$ cat src/hdl/sfs_pkg.sv
// Shared types and constants of the state-space filter step.
package sfs_pkg;

	localparam int SAMPLE_W    = 16;
	localparam int COEF_W      = 24;
	localparam int STATE_W     = 32;
	localparam int STATE_EXTRA = 8;
	localparam int PROD_W      = COEF_W + STATE_W;
	localparam int CFG_W       = 3;

	localparam logic [1:0] KIND_SAMPLE = 2'd0;
	localparam logic [1:0] KIND_COEF   = 2'd1;
	localparam logic [1:0] KIND_CLEAR  = 2'd2;

	typedef struct packed {
		logic [1:0]                 kind;
		logic [4:0]                 coef_index;
		logic signed [COEF_W-1:0]   coef_value;
		logic signed [SAMPLE_W-1:0] sample_in;
	} in_word_t;

	typedef struct packed {
		logic signed [SAMPLE_W-1:0] sample_out;
		logic                       saturated;
	} out_word_t;

	typedef enum logic [1:0] {
		ST_IDLE,
		ST_ISSUE,
		ST_DRAIN,
		ST_EMIT
	} seq_state_t;

	typedef struct packed {
		logic vld;
		logic first;
		logic last;
		logic out_row;
		logic final_term;
	} mac_ctrl_t;

endpackage

$ cat src/hdl/sfs_ram.sv
// Generic simple dual-port RAM with one write port and a registered read port.
module sfs_ram #(
	parameter int WIDTH = 32,
	parameter int DEPTH = 8
) (
	input  logic                                      clk,
	input  logic                                      we,
	input  logic [(DEPTH > 1 ? $clog2(DEPTH) : 1)-1:0] waddr,
	input  logic [WIDTH-1:0]                          wdata,
	input  logic [(DEPTH > 1 ? $clog2(DEPTH) : 1)-1:0] raddr,
	output logic [WIDTH-1:0]                          rdata
);

	logic [WIDTH-1:0] mem [DEPTH];

	always_ff @(posedge clk) begin
		if (we) begin
			mem[waddr] <= wdata;
		end
		rdata <= mem[raddr];
	end

endmodule

$ cat src/hdl/state_space_filter_step_top.sv
// Top level of the fixed-point state-space filter step.
//
//  channel | direction | handshake         | word
//  --------+-----------+-------------------+-----------------------------------------
//  req     | in        | req_valid/stall   | in_word_t: kind, coef_index, value, sample
//  rsp     | out       | rsp_valid/stall   | out_word_t: sample_out, saturated
//  cfg     | in        | cfg_we            | cfg_data: states_in_use
//
// A sample word runs (n+1)*(n+1) coefficient products, n being states in use.
// Its run time is set by the single multiply-accumulate, which takes one coefficient
// product a cycle, and by the one read port of each memory.
// Coefficient writes, state clears and unused kinds leave the block idle and ready for the next word.
// Reset clears all coefficients and states at once through per-entry valid bits.
// A finished result waits in the output register; a new word is taken meanwhile,
// and the block holds its next result until the waiting one has gone.
module state_space_filter_step_top
	import sfs_pkg::*;
#(
	parameter int STATES         = 4,
	parameter int COEF_FRAC_BITS = 18
) (
	input  logic             clk,
	input  logic             arst_n,
	input  logic             req_valid,
	output logic             req_stall,
	input  in_word_t         req_word,
	output logic             rsp_valid,
	input  logic             rsp_stall,
	output out_word_t        rsp_word,
	input  logic             cfg_we,
	input  logic [CFG_W-1:0] cfg_data
);

	// Coefficient layout: Phi row-major, then Gamma, then H, then J.
	localparam int COEF_COUNT = STATES * STATES + 2 * STATES + 1;
	localparam int GAMMA_BASE = STATES * STATES;
	localparam int H_BASE     = GAMMA_BASE + STATES;
	localparam int J_ADDR     = H_BASE + STATES;
	localparam int COEF_AW    = $clog2(COEF_COUNT);
	localparam int CNT_W      = $clog2(STATES + 1);
	localparam int IDX_W      = (STATES > 1) ? $clog2(STATES) : 1;
	localparam int SADDR_W    = $clog2(2 * STATES);
	localparam int ACC_W      = PROD_W + $clog2(STATES + 2);
	localparam int Y_SHIFT    = COEF_FRAC_BITS + STATE_EXTRA;

	localparam logic [CNT_W-1:0] CFG_RST = CNT_W'((STATES < 4) ? STATES : 4);

	// Rounding offsets are folded into the first term of each row.
	localparam logic signed [ACC_W-1:0] RND_Y = ACC_W'(64'd1 << (Y_SHIFT - 1));
	localparam logic signed [ACC_W-1:0] RND_X = ACC_W'(64'd1 << (COEF_FRAC_BITS - 1));
	localparam logic signed [ACC_W-1:0] Y_MAX = ACC_W'(64'd32767);
	localparam logic signed [ACC_W-1:0] Y_MIN = -ACC_W'(64'd32768);
	localparam logic signed [ACC_W-1:0] X_MAX = ACC_W'(64'h7FFF_FFFF);
	localparam logic signed [ACC_W-1:0] X_MIN = -ACC_W'(64'h8000_0000);

	seq_state_t state_q, state_d;

	logic                 req_fire;
	logic                 rsp_fire;
	logic                 issue;
	logic                 emit;

	logic [CNT_W-1:0]     cfg_q;
	logic [CNT_W-1:0]     row_q;
	logic [CNT_W-1:0]     col_q;
	logic                 sat_q;
	logic [COEF_COUNT-1:0] coef_vld_q;
	logic [STATES-1:0]    state_vld_q;
	logic [STATES-1:0]    bank_q;

	logic signed [SAMPLE_W-1:0] u_q;
	logic signed [SAMPLE_W-1:0] y_q;
	logic                       rsp_valid_q;
	out_word_t                  rsp_word_q;

	// Read side of the sequencer.
	logic [COEF_AW-1:0]   coef_raddr;
	logic [IDX_W-1:0]     sidx;
	logic [SADDR_W-1:0]   state_raddr;
	logic [COEF_W-1:0]    coef_rdata;
	logic [STATE_W-1:0]   state_rdata;
	logic                 coef_we;

	// MAC pipeline.
	mac_ctrl_t            ctrl_s1, ctrl_s2, ctrl_s3;
	logic [IDX_W-1:0]     idx_s1, idx_s2, idx_s3;
	logic                 coef_vld_s1;
	logic                 state_vld_s1;
	logic signed [COEF_W-1:0]  op_a;
	logic signed [STATE_W-1:0] op_b;
	logic signed [PROD_W-1:0]  product_s2;
	logic signed [ACC_W-1:0]   acc_q;

	// Row finish.
	logic signed [ACC_W-1:0]    y_full;
	logic signed [ACC_W-1:0]    x_full;
	logic                       y_clip;
	logic                       x_clip;
	logic signed [SAMPLE_W-1:0] y_sat;
	logic signed [STATE_W-1:0]  x_sat;
	logic                       y_done;
	logic                       x_done;
	logic [SADDR_W-1:0]         state_waddr;

	assign req_fire = req_valid & ~req_stall;
	assign rsp_fire = rsp_valid_q & ~rsp_stall;
	assign rsp_valid = rsp_valid_q;
	assign rsp_word  = rsp_word_q;

	// ---------------------------------------------------------------- sequencer

	always_ff @(posedge clk or negedge arst_n) begin
		if (!arst_n) begin
			state_q <= ST_IDLE;
		end else begin
			state_q <= state_d;
		end
	end

	always_comb begin
		state_d   = state_q;
		req_stall = 1'b1;
		issue     = 1'b0;
		emit      = 1'b0;
		case (state_q)
			ST_IDLE: begin
				req_stall = 1'b0;
				if (req_valid && req_word.kind == KIND_SAMPLE) begin
					state_d = ST_ISSUE;
				end
			end
			ST_ISSUE: begin
				issue = 1'b1;
				if (row_q == cfg_q && col_q == cfg_q) begin
					state_d = ST_DRAIN;
				end
			end
			ST_DRAIN: begin
				// wait for the last term of the last row to leave the pipeline
				if (ctrl_s3.vld && ctrl_s3.final_term) begin
					state_d = ST_EMIT;
				end
			end
			ST_EMIT: begin
				// hold the result until the output register is free
				if (!rsp_valid_q || !rsp_stall) begin
					emit    = 1'b1;
					state_d = ST_IDLE;
				end
			end
			default: begin
				state_d = ST_IDLE;
			end
		endcase
	end

	// Row 0 is the output row (J, then H); row r is state r-1 (Gamma, then Phi).
	// Column 0 is the input term, column c is state c-1.
	always_ff @(posedge clk or negedge arst_n) begin
		if (!arst_n) begin
			row_q <= '0;
			col_q <= '0;
			cfg_q <= CFG_RST;
		end else begin
			if (cfg_we) begin
				if (32'(cfg_data) > STATES) begin
					cfg_q <= CNT_W'(STATES);
				end else begin
					cfg_q <= CNT_W'(cfg_data);
				end
			end
			if (req_fire) begin
				row_q <= '0;
				col_q <= '0;
			end else if (issue) begin
				if (col_q == cfg_q) begin
					col_q <= '0;
					row_q <= row_q + 1'b1;
				end else begin
					col_q <= col_q + 1'b1;
				end
			end
		end
	end

	always_ff @(posedge clk) begin
		if (req_fire && req_word.kind == KIND_SAMPLE) begin
			u_q <= req_word.sample_in;
		end
	end

	always_comb begin
		int a;
		a = 0;
		if (row_q == '0) begin
			a = (col_q == '0) ? J_ADDR : H_BASE + int'(col_q) - 1;
		end else if (col_q == '0) begin
			a = GAMMA_BASE + int'(row_q) - 1;
		end else begin
			a = (int'(row_q) - 1) * STATES + int'(col_q) - 1;
		end
		coef_raddr = COEF_AW'(a);
	end

	assign sidx = (col_q == '0) ? '0 : IDX_W'(col_q - 1'b1);

	// Each state entry lives in one of two banks; reads take the current bank and
	// the new value goes to the other, so no read of a sample meets its own writes.
	assign state_raddr = bank_q[sidx] ? SADDR_W'(STATES) + SADDR_W'(sidx)
	                                  : SADDR_W'(sidx);

	// ---------------------------------------------------------------- memories

	assign coef_we = req_fire && req_word.kind == KIND_COEF
	              && 32'(req_word.coef_index) < COEF_COUNT;

	sfs_ram #(
		.WIDTH (COEF_W),
		.DEPTH (COEF_COUNT)
	) u_coef_ram (
		.clk   (clk),
		.we    (coef_we),
		.waddr (COEF_AW'(req_word.coef_index)),
		.wdata (req_word.coef_value),
		.raddr (coef_raddr),
		.rdata (coef_rdata)
	);

	sfs_ram #(
		.WIDTH (STATE_W),
		.DEPTH (2 * STATES)
	) u_state_ram (
		.clk   (clk),
		.we    (x_done),
		.waddr (state_waddr),
		.wdata (x_sat),
		.raddr (state_raddr),
		.rdata (state_rdata)
	);

	// Valid bits stand in for the zero reset of both memories.
	always_ff @(posedge clk or negedge arst_n) begin
		if (!arst_n) begin
			coef_vld_q  <= '0;
			state_vld_q <= '0;
			bank_q      <= '0;
		end else begin
			if (coef_we) begin
				coef_vld_q[COEF_AW'(req_word.coef_index)] <= 1'b1;
			end
			if (req_fire && req_word.kind == KIND_CLEAR) begin
				state_vld_q <= '0;
			end else if (ctrl_s3.vld && ctrl_s3.final_term) begin
				// commit the new state vector: swap banks of the states in use
				for (int i = 0; i < STATES; i++) begin
					if (i < int'(cfg_q)) begin
						bank_q[i]      <= ~bank_q[i];
						state_vld_q[i] <= 1'b1;
					end
				end
			end
		end
	end

	// ---------------------------------------------------------------- MAC pipeline

	always_ff @(posedge clk or negedge arst_n) begin
		if (!arst_n) begin
			ctrl_s1 <= '0;
			ctrl_s2 <= '0;
			ctrl_s3 <= '0;
		end else begin
			ctrl_s1.vld        <= issue;
			ctrl_s1.first      <= (col_q == '0);
			ctrl_s1.last       <= (col_q == cfg_q);
			ctrl_s1.out_row    <= (row_q == '0);
			ctrl_s1.final_term <= (row_q == cfg_q) && (col_q == cfg_q);
			ctrl_s2            <= ctrl_s1;
			ctrl_s3            <= ctrl_s2;
		end
	end

	always_ff @(posedge clk) begin
		idx_s1       <= (row_q == '0) ? '0 : IDX_W'(row_q - 1'b1);
		idx_s2       <= idx_s1;
		idx_s3       <= idx_s2;
		coef_vld_s1  <= coef_vld_q[coef_raddr];
		state_vld_s1 <= state_vld_q[sidx];
	end

	// Entries never written read as zero; the input term is u scaled to state format.
	assign op_a = coef_vld_s1 ? signed'(coef_rdata) : '0;
	assign op_b = ctrl_s1.first ? STATE_W'(signed'({u_q, {STATE_EXTRA{1'b0}}}))
	            : (state_vld_s1 ? signed'(state_rdata) : '0);

	always_ff @(posedge clk) begin
		if (ctrl_s1.vld) begin
			product_s2 <= op_a * op_b;
		end
		if (ctrl_s2.vld) begin
			if (ctrl_s2.first) begin
				acc_q <= (ctrl_s2.out_row ? RND_Y : RND_X) + ACC_W'(product_s2);
			end else begin
				acc_q <= acc_q + ACC_W'(product_s2);
			end
		end
	end

	// ---------------------------------------------------------------- row finish

	assign y_full = acc_q >>> Y_SHIFT;
	assign x_full = acc_q >>> COEF_FRAC_BITS;
	assign y_clip = (y_full > Y_MAX) || (y_full < Y_MIN);
	assign x_clip = (x_full > X_MAX) || (x_full < X_MIN);
	assign y_sat  = (y_full > Y_MAX) ? 16'sh7FFF
	              : (y_full < Y_MIN) ? 16'sh8000 : y_full[SAMPLE_W-1:0];
	assign x_sat  = (x_full > X_MAX) ? 32'sh7FFF_FFFF
	              : (x_full < X_MIN) ? 32'sh8000_0000 : x_full[STATE_W-1:0];

	assign y_done = ctrl_s3.vld && ctrl_s3.last && ctrl_s3.out_row;
	assign x_done = ctrl_s3.vld && ctrl_s3.last && !ctrl_s3.out_row;

	assign state_waddr = bank_q[idx_s3] ? SADDR_W'(idx_s3)
	                                    : SADDR_W'(STATES) + SADDR_W'(idx_s3);

	always_ff @(posedge clk or negedge arst_n) begin
		if (!arst_n) begin
			sat_q <= 1'b0;
		end else if (req_fire) begin
			sat_q <= 1'b0;
		end else if (y_done) begin
			sat_q <= sat_q | y_clip;
		end else if (x_done) begin
			sat_q <= sat_q | x_clip;
		end
	end

	always_ff @(posedge clk) begin
		if (y_done) begin
			y_q <= y_sat;
		end
	end

	// ---------------------------------------------------------------- output register

	always_ff @(posedge clk or negedge arst_n) begin
		if (!arst_n) begin
			rsp_valid_q <= 1'b0;
		end else if (emit) begin
			rsp_valid_q <= 1'b1;
		end else if (rsp_fire) begin
			rsp_valid_q <= 1'b0;
		end
	end

	always_ff @(posedge clk) begin
		if (emit) begin
			rsp_word_q.sample_out <= y_q;
			rsp_word_q.saturated  <= sat_q;
		end
	end

endmodule

$ cat config.mk
export PLATFORM = sky130hd
export DESIGN_NAME = state_space_filter_step_top
export DESIGN_NICKNAME = d
export VERILOG_FILES = /design/src/hdl/sfs_pkg.sv /design/src/hdl/sfs_ram.sv /design/src/hdl/state_space_filter_step_top.sv
export SDC_FILE = /design/constraint.sdc
export NUM_CORES = 2
export LEC_CHECK = 0
export BUFFER_PORTS_ARGS = -buffer_cell sky130_fd_sc_hd__buf_2
export CAP_MARGIN = 20
export CORE_UTILIZATION = 65
export DETAILED_ROUTE_END_ITERATION = 6
export MAX_ROUTING_LAYER = met4
export PLACE_DENSITY = 0.85
export REMOVE_ABC_BUFFERS = 1
export SLEW_MARGIN = 0
export SYNTH_ARGS = -nofsm -noshare
export SYNTH_HDL_FRONTEND = slang
export SYNTH_SLANG_ARGS = --single-unit
$ cat constraint.sdc
create_clock -name clk -period 16.2 [get_ports clk]
set_input_delay 1.62 -clock clk [delete_from_list [all_inputs] [get_ports clk]]
set_output_delay 1.62 -clock clk [all_outputs]
set_load 0.03 [all_outputs]
==> results.sh <==
export IMPL_report_final_slew_viol_count=0
export IMPL_grt_pass1_vias=50167
export IMPL_die_area_um2=114000
export IMPL_antenna_found_initial=5
export IMPL_grt_max_degree=152
export IMPL_clock_fmax_mhz=108
export IMPL_yosys_most_used_dff="edfxtp_1"
export IMPL_synth_area_um2=73400
export IMPL_core_area_um2=111000
export IMPL_die_x_um=338
export IMPL_post_route_drc_count=0
export IMPL_cts_buffer_depth=3
export IMPL_worst_slew_pin_slew_ns=1.35
export IMPL_post_cts_resized=0
export IMPL_synth_top_area_cell="edfxtp_1"
export IMPL_fin_crit_sh_pct=57.0
export IMPL_num_vias=47798
export IMPL_numCtsBuffers=109
export IMPL_fin_crit_ns=9.24
export IMPL_ys_top_cells_by_count="edfxtp_1, inv_1, fa_1"
export IMPL_initial_core_util_pct=66.0
export IMPL_n_fill_cell=7054
export IMPL_area_growth_pct=8.24
export IMPL_drive_gt1_share_pct=11.5
export IMPL_synth_top_cell_area_share_pct=41.7
export IMPL_critPathLaunchType="flip-flop"
export IMPL_fin_skew_ns=0.0835
export IMPL_reg2reg_depth=27
export IMPL_track_usage_pct=37.4
export IMPL_setup_viol=0
export IMPL_hpwlAfterDp_mm=135
export IMPL_synth_area_per_cell_um2=12.6
export IMPL_crit_path_max_fanout=64
export IMPL_hold_violations=0
export IMPL_powerDensity_nw_per_um2=204
export IMPL_crit_path_max_incr_delay_ns=1.09
export IMPL_yosysSeqAreaShare_pct=45.5
export IMPL_cpMaxStageDelayCell="a22oi_1"
export IMPL_clk_latency_ns=0.76
export IMPL_wire_per_inst_um=27.5
export IMPL_outcome="completed"
export IMPL_vias_per_cell=6.45
export IMPL_htree_levels=3
export IMPL_tns_ns=0
export IMPL_yosysWarnings=0
export IMPL_vdd_drop_max_uv=276
export IMPL_clk_pin_slew_ns=0.06
export IMPL_p_total_mw=16.2
export IMPL_yosys_top_cells_area="edfxtp_1, fa_1, mux4_2, inv_1, ha_1"
export IMPL_cts_num_sinks=1144
export IMPL_antenna_left=0
export IMPL_critPathBufInv=6
export IMPL_grt_overflow_total=0
export IMPL_synth_edf_count=1020
export IMPL_worstPathRequired_ns=16.69
export IMPL_ioPinCount=74
export IMPL_yosysUniqueCellTypes=87
export IMPL_multi_input_area_um2=36100
export IMPL_die_h_um=338
export IMPL_worst_path_stages=27
export IMPL_crit_arrival_ns=9.74
export IMPL_cp_common_cell="fa_1"
export IMPL_min_path_type="reg2reg"
export IMPL_relSlewSlack_pct=9.80
export IMPL_endpoint_kind="flip-flop"
export IMPL_crit_family="adder cells"
export IMPL_crit_type="reg2reg"
export IMPL_rsz0062_at_grt="no"
export IMPL_gp_congestion=1.02
export IMPL_drt_iter0_drc=5696
export IMPL_power_leakage_nw=32.0
export IMPL_finalNetCount=6893
export IMPL_regArea_um2=33400
export IMPL_syn_inst=5844
export IMPL_min_delay_path_depth=0
export IMPL_hold_buffers=0
export IMPL_rows=122
export IMPL_synth_most_common_cell="edfxtp_1"
export IMPL_drt_pass1_iter_count=6
export IMPL_routed_wl_mm=204
export IMPL_grt_pass1_wl_mm=306
export IMPL_numPortBuffers=73
export IMPL_post_cts_buffers=0
export IMPL_ys_async_sr_fraction_pct=5.24
export IMPL_cts_root_buf="clkbuf_16"
export IMPL_synth_seq_cells=1144
export IMPL_max_cap_viol_count=0
export IMPL_cts_tree="built"
==> routing by layer <==
| layer | GRT usage, % | up-vias | routed length [um] |
|---|---|---|---|
| met5 | - | - | 0 |
| met3 | 7.32 | 759 | 20700 |
| met4 | 22.0 | 0 | 13500 |
| met1 | 45.6 | 24187 | 70400 |
| li1 | - | 19616 | - |
| met2 | 58.6 | 3236 | 99300 |
==> stage by stage <==
stage	cell area, um^2	hold WS (ns)	std cells	setup slack, ns	util [%]
finish	79500	0.327	7416	6.96	71.4
global route	79500	0.333	7414	6.62	71.4
CTS	79200	0.329	7396	7.16	71.2
detailed placement	75400	0.315	7190	7.17	67.8
global placement	75400	0.312	7188	7.41	67.7
floorplan	72300	0.310	5559	-10.14	-
==> cells in the final DEF (no fill, tap or decap), types with 63 or more instances in the layout <==
master,n
a21oi_1,141
ha_1,227
xnor2_1,103
buf_4,69
clkbuf_16,110
nor2_1,468
edfxtp_1,1020
buf_2,73
mux4_2,215
inv_1,825
nand3_1,92
fa_1,785
nand2_1,739
dfxtp_1,63
o21ai_0,148
==> cells by family (layout without fill, tap and decap cells) <==
family	Yosys count	in the layout	synth area share [%]
and+or+nand+nor	1554	1554	8.98
DFF	1144	1144	45.5
buffers and inverters	1111	1188	5.75
adders and majority gates	1012	1012	25.3
AOI/OAI and AO/OA	603	603	5.33
muxes	260	260	7.27
xor gates and xnor gates	160	160	1.91
other	0	7	0
==> final cells by class <==
type / instances / share of cell area (%)
diodes: 7 / 0.0220
clock buffers: 145 / 3.77
clock inverters: 61 / 1.06
multi-input cells: 3589 / 45.4
repair buffers: 156 / 1.48
flip-flops and latches: 1144 / 42.0
well taps: 1488 / 2.34
inverters: 826 / 3.90
==> registers in the layout, indices dropped and copies added (netlist names), 16 cells and up <==
signal             count
u_coef_ram.mem       600
u_state_ram.mem      256
acc_q                 59
product_s2            56
u_state_ram.rdata     32
coef_vld_q            25
u_coef_ram.rdata      24
rsp_word              17
u_q                   16
y_q                   16
==> path summary, 6_finish.rpt <==
| check | startpoint | slack [ns] | endpoint |
|---|---|---|---|
| worst max-delay path | ctrl_s1[3] | 6.96 | product_s2[48] |
| worst min-delay path | idx_s2[0] | 0.33 | idx_s3[0] |
| worst max register to register | ctrl_s1[3] | 6.96 | product_s2[48] |
| worst min register to register | idx_s2[0] | 0.33 | idx_s3[0] |
| max in group asynchronous | arst_n | 14.46 | ctrl_s2[3] |
| min in group asynchronous | arst_n | 1.03 | coef_vld_q[12] |
==> worst register-to-register path, delay by kind of cell (launching register included) <==
kind,cells,cell delay (ns)
adders and majority gates,8,4.13
xor gates and xnor gates,1,0.07
AOI/OAI and AO/OA,9,3.20
DFF,1,0.33
and+or+nand+nor,3,0.41
buffers and inverters,6,0.90
==> report_power, final <==
part / internal, mW / leakage [nW] / switching, mW
logic: 3.45 / 19.5 / 5.72
registers: 3.88 / 10.6 / 0.413
clock network: 1.57 / 1.86 / 1.16
total: 8.90 / 32.0 / 7.29
No activity file was read; power rests on OpenSTA's default activity.
